File: src/rtl/tpag_pkg.sv
package tpag_pkg;

	localparam int MAX_EXTENT = 4096;
	localparam int CNT_W      = $clog2(MAX_EXTENT);
	localparam int LEXT_W     = $clog2(MAX_EXTENT + 1);

	localparam int EXT_W      = 13;
	localparam int RANK_W     = 3;
	localparam int ORDER_W    = 5;
	localparam int IDX_W      = 48;
	localparam int NUM_AXES   = 4;
	localparam int AXIS_W     = 2;
	localparam int CFG_IDX_W  = 3;
	localparam int CFG_DATA_W = 13;

	localparam logic [CFG_IDX_W-1:0] REG_RANK     = 3'd0;
	localparam logic [CFG_IDX_W-1:0] REG_ORDER    = 3'd1;
	localparam logic [CFG_IDX_W-1:0] REG_EXTENT_W = 3'd2;
	localparam logic [CFG_IDX_W-1:0] REG_EXTENT_H = 3'd3;
	localparam logic [CFG_IDX_W-1:0] REG_EXTENT_D = 3'd4;
	localparam logic [CFG_IDX_W-1:0] REG_EXTENT_C = 3'd5;

	localparam int FQ_DEPTH = 2;
	localparam int FQ_PTR_W = $clog2(FQ_DEPTH);
	localparam int FQ_CNT_W = $clog2(FQ_DEPTH + 1);

	// stride and level tables follow a register write through the stride2_q, stride3_q and level registers
	localparam int SETTLE_CYCLES = 3;
	localparam int SETTLE_W      = $clog2(SETTLE_CYCLES + 1);

	localparam int NUM_ORDERS = 24;
	localparam int ROW_W      = 5;

	// source axis walked by each output level, level l in bits [2l+1:2l]
	localparam logic [2*NUM_AXES-1:0] PERM_TABLE [NUM_ORDERS] = '{
		8'hE4, 8'hE1, 8'hD8, 8'hD2, 8'hC9, 8'hC6,
		8'hB4, 8'hB1, 8'h9C, 8'h93, 8'h8D, 8'h87,
		8'h78, 8'h72, 8'h6C, 8'h63, 8'h4E, 8'h4B,
		8'h39, 8'h36, 8'h2D, 8'h27, 8'h1E, 8'h1B
	};

	typedef enum logic {
		KIND_STEP,
		KIND_RESTART
	} item_kind_t;

	typedef struct packed {
		logic       valid;
		item_kind_t kind;
	} fq_t;

	typedef struct packed {
		logic                               restart;
		logic                               bad;
		logic [NUM_AXES-1:0][LEXT_W-1:0]    ext;
		logic [NUM_AXES-1:0][IDX_W-1:0]     stride;
	} walk_cfg_t;

endpackage

File: src/rtl/tpag_cfg.sv
module tpag_cfg (
	input  logic                            clk,
	input  logic                            arst_n,
	input  logic                            cfg_we,
	input  logic [tpag_pkg::CFG_IDX_W-1:0]  cfg_index,
	input  logic [tpag_pkg::CFG_DATA_W-1:0] cfg_data,
	output tpag_pkg::walk_cfg_t             walk,
	output logic                            busy
);
	import tpag_pkg::*;

	localparam logic [ROW_W-1:0] RANK3_ROW_BASE = ROW_W'(6);

	logic [RANK_W-1:0]                 rank_q;
	logic [ORDER_W-1:0]                order_q;
	logic [NUM_AXES-1:0][EXT_W-1:0]    ext_q;
	logic [SETTLE_W-1:0]               settle_q;

	logic [RANK_W-1:0]                 rank_e;
	logic [NUM_AXES-1:0][LEXT_W-1:0]   ext_e;
	logic [ORDER_W-1:0]                limit;
	logic                              bad;
	logic [ORDER_W-1:0]                code;
	logic [ROW_W-1:0]                  row;
	logic [NUM_AXES-1:0][IDX_W-1:0]    stride;
	logic [AXIS_W-1:0]                 axis [NUM_AXES];

	logic [2*LEXT_W-1:0]               stride2_q;
	logic [3*LEXT_W-1:0]               stride3_q;
	logic [NUM_AXES-1:0][LEXT_W-1:0]   lvl_ext_q;
	logic [NUM_AXES-1:0][IDX_W-1:0]    lvl_stride_q;
	logic                              bad_q;

	function automatic logic [LEXT_W-1:0] clamp_extent(input logic [EXT_W-1:0] v);
		logic [LEXT_W-1:0] r;
		if (v == '0) begin
			r = LEXT_W'(1);
		end else if (int'(v) > MAX_EXTENT) begin
			r = LEXT_W'(MAX_EXTENT);
		end else begin
			r = LEXT_W'(v);
		end
		return r;
	endfunction

	always_ff @(posedge clk or negedge arst_n) begin
		if (!arst_n) begin
			rank_q  <= RANK_W'(NUM_AXES);
			order_q <= '0;
			for (int i = 0; i < NUM_AXES; i++) begin
				ext_q[i] <= EXT_W'(1);
			end
		end else if (cfg_we) begin
			case (cfg_index)
				REG_RANK:     rank_q   <= cfg_data[RANK_W-1:0];
				REG_ORDER:    order_q  <= cfg_data[ORDER_W-1:0];
				REG_EXTENT_W: ext_q[0] <= cfg_data[EXT_W-1:0];
				REG_EXTENT_H: ext_q[1] <= cfg_data[EXT_W-1:0];
				REG_EXTENT_D: ext_q[2] <= cfg_data[EXT_W-1:0];
				REG_EXTENT_C: ext_q[3] <= cfg_data[EXT_W-1:0];
				default: ;
			endcase
		end
	end

	always_ff @(posedge clk or negedge arst_n) begin
		if (!arst_n) begin
			settle_q <= SETTLE_W'(SETTLE_CYCLES);
		end else if (cfg_we) begin
			settle_q <= SETTLE_W'(SETTLE_CYCLES);
		end else if (settle_q != '0) begin
			settle_q <= settle_q - SETTLE_W'(1);
		end
	end

	always_comb begin
		if (rank_q == '0) begin
			rank_e = RANK_W'(1);
		end else if (rank_q > RANK_W'(NUM_AXES)) begin
			rank_e = RANK_W'(NUM_AXES);
		end else begin
			rank_e = rank_q;
		end

		// unused axes collapse to extent one; c joins at rank 3, d at rank 4
		ext_e[0] = clamp_extent(ext_q[0]);
		ext_e[1] = (rank_e >= RANK_W'(2)) ? clamp_extent(ext_q[1]) : LEXT_W'(1);
		ext_e[2] = (rank_e >= RANK_W'(4)) ? clamp_extent(ext_q[2]) : LEXT_W'(1);
		ext_e[3] = (rank_e >= RANK_W'(3)) ? clamp_extent(ext_q[3]) : LEXT_W'(1);

		case (rank_e)
			RANK_W'(1): limit = ORDER_W'(1);
			RANK_W'(2): limit = ORDER_W'(2);
			RANK_W'(3): limit = ORDER_W'(6);
			default:    limit = ORDER_W'(NUM_ORDERS);
		endcase
		bad  = order_q >= limit;
		code = bad ? '0 : order_q;
		// rank 3 reuses the rank 4 rows that keep d outermost
		row  = (rank_e == RANK_W'(3)) ? ROW_W'(code) + RANK3_ROW_BASE : ROW_W'(code);
		if (row > ROW_W'(NUM_ORDERS - 1)) begin
			row = '0;
		end

		stride[0] = IDX_W'(1);
		stride[1] = IDX_W'(ext_e[0]);
		stride[2] = IDX_W'(stride2_q);
		stride[3] = IDX_W'(stride3_q);

		for (int l = 0; l < NUM_AXES; l++) begin
			axis[l] = PERM_TABLE[row][AXIS_W*l +: AXIS_W];
		end
	end

	always_ff @(posedge clk) begin
		stride2_q <= (2*LEXT_W)'(ext_e[0]) * (2*LEXT_W)'(ext_e[1]);
		stride3_q <= (3*LEXT_W)'(stride2_q) * (3*LEXT_W)'(ext_e[2]);
		for (int l = 0; l < NUM_AXES; l++) begin
			lvl_ext_q[l]    <= ext_e[axis[l]];
			lvl_stride_q[l] <= stride[axis[l]];
		end
		bad_q <= bad;
	end

	always_comb begin
		walk.restart = cfg_we && (cfg_index inside {[REG_RANK:REG_EXTENT_C]});
		walk.bad     = bad_q;
		walk.ext     = lvl_ext_q;
		walk.stride  = lvl_stride_q;
	end

	assign busy = cfg_we || (settle_q != '0);

endmodule

File: src/rtl/tpag_front.sv
module tpag_front (
	input  logic          clk,
	input  logic          arst_n,
	input  logic          item_valid,
	output logic          item_stall,
	input  logic          restart,
	input  logic          busy,
	output tpag_pkg::fq_t head,
	input  logic          pop
);
	import tpag_pkg::*;

	item_kind_t           kind_q [FQ_DEPTH];
	logic [FQ_PTR_W-1:0]  wr_ptr_q;
	logic [FQ_PTR_W-1:0]  rd_ptr_q;
	logic [FQ_CNT_W-1:0]  count_q;
	logic                 push;

	function automatic logic [FQ_PTR_W-1:0] ptr_next(input logic [FQ_PTR_W-1:0] p);
		logic [FQ_PTR_W-1:0] n;
		if (p == FQ_PTR_W'(FQ_DEPTH - 1)) begin
			n = '0;
		end else begin
			n = p + FQ_PTR_W'(1);
		end
		return n;
	endfunction

	assign item_stall = (count_q == FQ_CNT_W'(FQ_DEPTH)) || busy;
	assign push       = item_valid && !item_stall;

	always_ff @(posedge clk) begin
		if (push) begin
			kind_q[wr_ptr_q] <= restart ? KIND_RESTART : KIND_STEP;
		end
	end

	always_ff @(posedge clk or negedge arst_n) begin
		if (!arst_n) begin
			wr_ptr_q <= '0;
			rd_ptr_q <= '0;
			count_q  <= '0;
		end else begin
			if (push) begin
				wr_ptr_q <= ptr_next(wr_ptr_q);
			end
			if (pop) begin
				rd_ptr_q <= ptr_next(rd_ptr_q);
			end
			case ({push, pop})
				2'b10:   count_q <= count_q + FQ_CNT_W'(1);
				2'b01:   count_q <= count_q - FQ_CNT_W'(1);
				default: count_q <= count_q;
			endcase
		end
	end

	assign head.valid = count_q != '0;
	assign head.kind  = kind_q[rd_ptr_q];

endmodule

File: src/rtl/tpag_back.sv
module tpag_back (
	input  logic                        clk,
	input  logic                        arst_n,
	input  tpag_pkg::fq_t               head,
	output logic                        pop,
	input  tpag_pkg::walk_cfg_t         walk,
	output logic                        result_valid,
	input  logic                        result_stall,
	output logic [tpag_pkg::IDX_W-1:0]  source_index,
	output logic [tpag_pkg::IDX_W-1:0]  dest_index,
	output logic                        last,
	output logic                        bad_order
);
	import tpag_pkg::*;

	// base_q[l]: source index where every level below l sits at zero
	logic [NUM_AXES-1:0][CNT_W-1:0]  cnt_q;
	logic [NUM_AXES-1:0][IDX_W-1:0]  base_q;
	logic [IDX_W-1:0]                pos_q;

	logic                            valid_q;
	logic [IDX_W-1:0]                src_q;
	logic [IDX_W-1:0]                dst_q;
	logic                            last_q;
	logic                            bad_q;

	logic                            restart_now;
	logic [NUM_AXES-1:0][CNT_W-1:0]  cnt_e;
	logic [NUM_AXES-1:0][IDX_W-1:0]  base_e;
	logic [IDX_W-1:0]                pos_e;
	logic [NUM_AXES-1:0]             step_ok;
	logic                            last_now;
	logic [AXIS_W-1:0]               sel;
	logic [IDX_W-1:0]                next_base;
	logic [NUM_AXES-1:0][CNT_W-1:0]  cnt_n;
	logic [NUM_AXES-1:0][IDX_W-1:0]  base_n;
	logic [IDX_W-1:0]                pos_n;

	assign pop = head.valid && (!valid_q || !result_stall);

	always_comb begin
		restart_now = head.kind == KIND_RESTART;
		cnt_e  = restart_now ? '0 : cnt_q;
		base_e = restart_now ? '0 : base_q;
		pos_e  = restart_now ? '0 : pos_q;

		for (int l = 0; l < NUM_AXES; l++) begin
			step_ok[l] = ((LEXT_W+1)'(cnt_e[l]) + (LEXT_W+1)'(1)) < (LEXT_W+1)'(walk.ext[l]);
		end
		last_now = ~|step_ok;

		// lowest level that still has room takes the step
		sel = '0;
		for (int l = NUM_AXES - 1; l >= 0; l--) begin
			if (step_ok[l]) begin
				sel = AXIS_W'(l);
			end
		end
		next_base = base_e[sel] + walk.stride[sel];

		for (int l = 0; l < NUM_AXES; l++) begin
			if (last_now) begin
				cnt_n[l]  = '0;
				base_n[l] = '0;
			end else if (AXIS_W'(l) < sel) begin
				cnt_n[l]  = '0;
				base_n[l] = next_base;
			end else if (AXIS_W'(l) == sel) begin
				cnt_n[l]  = cnt_e[l] + CNT_W'(1);
				base_n[l] = next_base;
			end else begin
				cnt_n[l]  = cnt_e[l];
				base_n[l] = base_e[l];
			end
		end
		pos_n = last_now ? '0 : pos_e + IDX_W'(1);
	end

	always_ff @(posedge clk or negedge arst_n) begin
		if (!arst_n) begin
			cnt_q  <= '0;
			base_q <= '0;
			pos_q  <= '0;
		end else if (walk.restart) begin
			cnt_q  <= '0;
			base_q <= '0;
			pos_q  <= '0;
		end else if (pop) begin
			cnt_q  <= cnt_n;
			base_q <= base_n;
			pos_q  <= pos_n;
		end
	end

	always_ff @(posedge clk or negedge arst_n) begin
		if (!arst_n) begin
			valid_q <= 1'b0;
		end else if (pop) begin
			valid_q <= 1'b1;
		end else if (!result_stall) begin
			valid_q <= 1'b0;
		end
	end

	always_ff @(posedge clk) begin
		if (pop) begin
			src_q  <= base_e[0];
			dst_q  <= pos_e;
			last_q <= last_now;
			bad_q  <= walk.bad;
		end
	end

	assign result_valid = valid_q;
	assign source_index = src_q;
	assign dest_index   = dst_q;
	assign last         = last_q;
	assign bad_order    = bad_q;

endmodule

File: src/rtl/tensor_permute_address_gen_core.sv
// channel  | handshake                   | payload
// config   | cfg_we                      | cfg_index, cfg_data
// item in  | item_valid / item_stall     | restart
// result   | result_valid / result_stall | source_index, dest_index, last, bad_order
//
// One word in and one word out per cycle while item_stall and result_stall stay low; a taken word
// passes through a two-entry queue ahead of the counter stage into the result register.
// Each step is one 48-bit add of a level stride onto a held per-level base index.
// After reset and after every config write the input stalls while the stride multipliers
// and the level table settle; a config write to registers 0 to 5 restarts the walk.
// A result held by result_stall keeps its word; the queue keeps taking input until full.
module tensor_permute_address_gen_core (
	input  logic                            clk,
	input  logic                            arst_n,
	input  logic                            cfg_we,
	input  logic [tpag_pkg::CFG_IDX_W-1:0]  cfg_index,
	input  logic [tpag_pkg::CFG_DATA_W-1:0] cfg_data,
	input  logic                            item_valid,
	output logic                            item_stall,
	input  logic                            restart,
	output logic                            result_valid,
	input  logic                            result_stall,
	output logic [tpag_pkg::IDX_W-1:0]      source_index,
	output logic [tpag_pkg::IDX_W-1:0]      dest_index,
	output logic                            last,
	output logic                            bad_order
);
	import tpag_pkg::*;

	walk_cfg_t walk;
	fq_t       head;
	logic      busy;
	logic      pop;

	tpag_cfg u_cfg (
		.clk       (clk),
		.arst_n    (arst_n),
		.cfg_we    (cfg_we),
		.cfg_index (cfg_index),
		.cfg_data  (cfg_data),
		.walk      (walk),
		.busy      (busy)
	);

	tpag_front u_front (
		.clk        (clk),
		.arst_n     (arst_n),
		.item_valid (item_valid),
		.item_stall (item_stall),
		.restart    (restart),
		.busy       (busy),
		.head       (head),
		.pop        (pop)
	);

	tpag_back u_back (
		.clk          (clk),
		.arst_n       (arst_n),
		.head         (head),
		.pop          (pop),
		.walk         (walk),
		.result_valid (result_valid),
		.result_stall (result_stall),
		.source_index (source_index),
		.dest_index   (dest_index),
		.last         (last),
		.bad_order    (bad_order)
	);

endmodule

File: config.mk
export PLATFORM = sky130hd
export DESIGN_NAME = tensor_permute_address_gen_core
export DESIGN_NICKNAME = d
export VERILOG_FILES = /design/src/rtl/tpag_pkg.sv /design/src/rtl/tpag_cfg.sv /design/src/rtl/tpag_front.sv /design/src/rtl/tpag_back.sv /design/src/rtl/tensor_permute_address_gen_core.sv
export SDC_FILE = /design/constraint.sdc
export NUM_CORES = 2
export LEC_CHECK = 0
export BUFFER_PORTS_ARGS = -buffer_cell sky130_fd_sc_hd__buf_2
export CORE_MARGIN = 2
export CORE_UTILIZATION = 58
export DETAILED_ROUTE_END_ITERATION = 8
export PLACE_DENSITY = 0.75
export SYNTH_ARGS = -nofsm -noshare
export SYNTH_HDL_FRONTEND = slang
export SYNTH_HIERARCHICAL = 1
export SYNTH_SLANG_ARGS = --single-unit
File: constraint.sdc
create_clock -name clk -period 8.7 [get_ports clk]
set_input_delay 1.74 -clock clk [delete_from_list [all_inputs] [get_ports clk]]
set_output_delay 1.74 -clock clk [all_outputs]
set_load 0.02 [all_outputs]
==> results.json <==
{
  "synthCells": 5658,
  "coreArea_mm2": 0.08960,
  "drtAntennaViolNets": 0,
  "synthTopCellsByCount": "nand2_1, inv_1, nor2_1",
  "vias_per_cell": 6.109,
  "final_cells": 6872,
  "cp_max_fo": 18,
  "numClockSinks": 729,
  "cellLeakagePower_nw": 26.72,
  "power_density_mw_per_mm2": 307.5,
  "fmax_ghz": 0.1223,
  "syn-mean-instance-area_um2": 9.224,
  "drc": 0,
  "drt_iter0_drc": 4294,
  "wirelength_um": 144000,
  "pin_count": 122,
  "design_area_mm2": 0.05659,
  "drive_above_1_share_pct": 9.445,
  "post-place-cells": 6721,
  "synth_edf_count": 100,
  "wl_per_cell_um": 20.95,
  "grt_start_max_net_pins": 160,
  "antenna_found_initial": 2,
  "utilization_pct": 63.16,
  "routabilityCongestion": 0.9504,
  "yosysMostFrequentCell": "nand2_1",
  "clk_pin_slew_ps": 60,
  "die_area_mm2": 0.09240,
  "ys_types": 125,
  "cts_max_level": 3,
  "power.total_w": 0.01740,
  "num_vias": 41983,
  "n_antenna_cell": 0,
  "start_kind": "register",
  "synth_top_area_share_pct": 16.69,
  "min_path_type": "reg2reg",
  "die_w_um": 304.0,
  "num-nets-final": 6308,
  "ys.flop_type": "dfrtp_1",
  "fin_skew_ps": 31.34,
  "rsz0062_at_grt": "yes",
  "synth_top_area_cell": "dfrtp_1",
  "num_rows": 110,
  "endpoint_kind": "register",
  "clk_latency_ps": 640,
  "synth-async-reset-ratio_pct": 48.70,
  "port_buffers": 121,
  "start_util_pct": 58.25,
  "slew_headroom_pct": 19.06,
  "vdd_drop_max_uv": 383.9,
  "ys_seq_area_share_pct": 33.30,
  "yosys_warnings": 6,
  "grt_use_total_pct": 31.28,
  "cts_root_buf": "clkbuf_16",
  "grt_pass1_wl_um": 231200,
  "clockBufferDepth": 3,
  "firstDrtPassIters": 6,
  "drv_slew": 0,
  "finalCriticalPeriod_ps": 8174,
  "hold_viol": 0,
  "grt_pass1_vias": 41807,
  "syn_to_final_growth_pct": 8.429,
  "period_share_pct": 93.95,
  "synth.top_cells.by_area": "dfrtp_1, fa_1, dfxtp_1, ha_1, edfxtp_1",
  "placed_area_mm2": 0.05375,
  "setup_violations": 0,
  "hold_buffers": 0,
  "maxCapViolCount": 0,
  "dp_hpwl_um": 100900,
  "cts_tree": "yes",
  "critPathKind": "reg2reg",
  "status": "completed",
  "worstPathRequired_ps": 9240,
  "syn_area_mm2": 0.05219,
  "fin_hold_ws_ps": 453.5,
  "worstMarginPinSlew_ps": 1210,
  "die_h_um": 304.0,
  "synth-seq-cells": 729,
  "cp.arrival_ps": 8710,
  "overflow": 0,
  "numCtsBuffers": 80
}
[path summary, 6_finish.rpt]
path,cells after the start,end,slack [ps],start
worst max-delay path,24,u_cfg/stride3_q[37],530,u_cfg/ext_q[30]
worst min-delay path,0,u_back/bad_order,450,u_cfg/bad_q
worst max register to register,24,u_cfg/stride3_q[37],530,u_cfg/ext_q[30]
worst min register to register,0,u_back/bad_order,450,u_cfg/bad_q
max in group asynchronous,2,u_back/base_q[178],6190,arst_n
min in group asynchronous,1,u_cfg/order_q[4],1060,arst_n
[logic make-up (layout without fill, tap and decap cells)]
group           count (synthesis)  count (layout)  synth area share (%)
flops                         729             729                 33.30
other cells                     1              36              0.007185
mux                           221             221                 4.423
buf+inv                       908             911                 7.166
compound gates               1066            1066                 13.96
simple gates                 1930            1930                 17.37
fa+ha+maj                     657             657                 21.30
xor+xnor                      146             146                 2.465
[routing by layer]
layer,vias to the layer above,wire length (µm),global-route usage [%]
met1,20601,58880,42.18
met3,406,13190,5.272
met5,-,14,0
met4,2,5715,12.78
met2,2047,66190,50.35
li1,18927,-,-
[layout make-up]
cell class | instances | area, µm²
multi-input cells | 4056 | 31430
fillers | 7253 | 33010
well taps | 1176 | 1471
inverters | 536 | 2017
clock buffers | 113 | 2364
clock inverters | 36 | 425.4
repair buffers | 226 | 1499
flip-flops and latches | 729 | 17380
[layout by cell type, fill, tap and decap left out, types with 18 or more instances in the layout]
master	instances
nand2b_1	31
o21a_1	19
xnor2_1	76
nor3b_1	22
o21ai_0	250
dfxtp_1	274
buf_2	120
fa_1	386
mux2i_1	156
mux2_2	61
nand4_1	29
a2111oi_0	47
xor2_1	67
and2_1	170
a211oi_1	45
nor4_1	23
nor2b_1	124
nor2_1	449
a21oi_1	184
inv_1	533
and3_1	67
nand3_1	77
a22o_1	141
nor3_1	81
conb_1	36
a31oi_1	27
o22ai_1	89
buf_4	96
ha_1	271
edfxtp_1	100
a21o_1	60
dfrtp_1	348
o211ai_1	18
nand2_1	742
clkbuf_16	86
[what timing repair did]
item                                    4_1_cts  5_1_grt
hold endpoints to repair                      0        0
gates resized for setup                       0       11
setup buffers                                 0        2
endpoints found under the setup margin        0       39
[worst max-delay path: stages, from the launching register on]
cell,delay [ps]
dfrtp_1,400
nor4_1,460
nand3_1,160
xor2_1,460
and3_1,610
buf_4,360
nand2_1,120
fa_1,560
inv_1,50
fa_1,580
fa_1,440
fa_1,490
inv_1,50
fa_1,480
inv_1,40
ha_1,360
nand2_1,90
a211oi_1,60
a2111oi_1,580
a31oi_1,230
a211oi_1,560
a311oi_1,280
a41o_1,310
a21oi_1,170
xnor2_1,140
[power by group]
part           switching, W  leakage (nW)  internal [W]
clock network       0.00145          1.35       0.00212
logic               0.00573          17.3       0.00307
registers          0.000688          8.07       0.00433
total               0.00787          26.7       0.00953
[sequential cells by signal (all words and copies together), names as in the netlist, 2 cells and up]
register             cells
u_cfg/settle_q           2
u_front/count_q          2
u_back/cnt_q            48
u_front/kind_q           2
u_cfg/order_q            5
u_cfg/ext_q             52
u_cfg/rank_q             3
u_back/pos_q            48
u_cfg/stride3_q         39
u_cfg/stride2_q         26
u_cfg/walk             208
u_back/base_q          192
u_back/dest_index       48
u_back/source_index     48
[metrics by stage]
| stage | TNS [ps] | setup slack (ps) |
|---|---|---|
| after floorplan | 0 | 385.0 |
| after global placement | 0 | 570.3 |
| after detailed placement | 0 | 392.9 |
| after CTS | 0 | 332.0 |
| after global routing | -25.06 | -25.06 |
| final | 0 | 526.3 |
No activity file was read; power rests on OpenSTA's default activity.
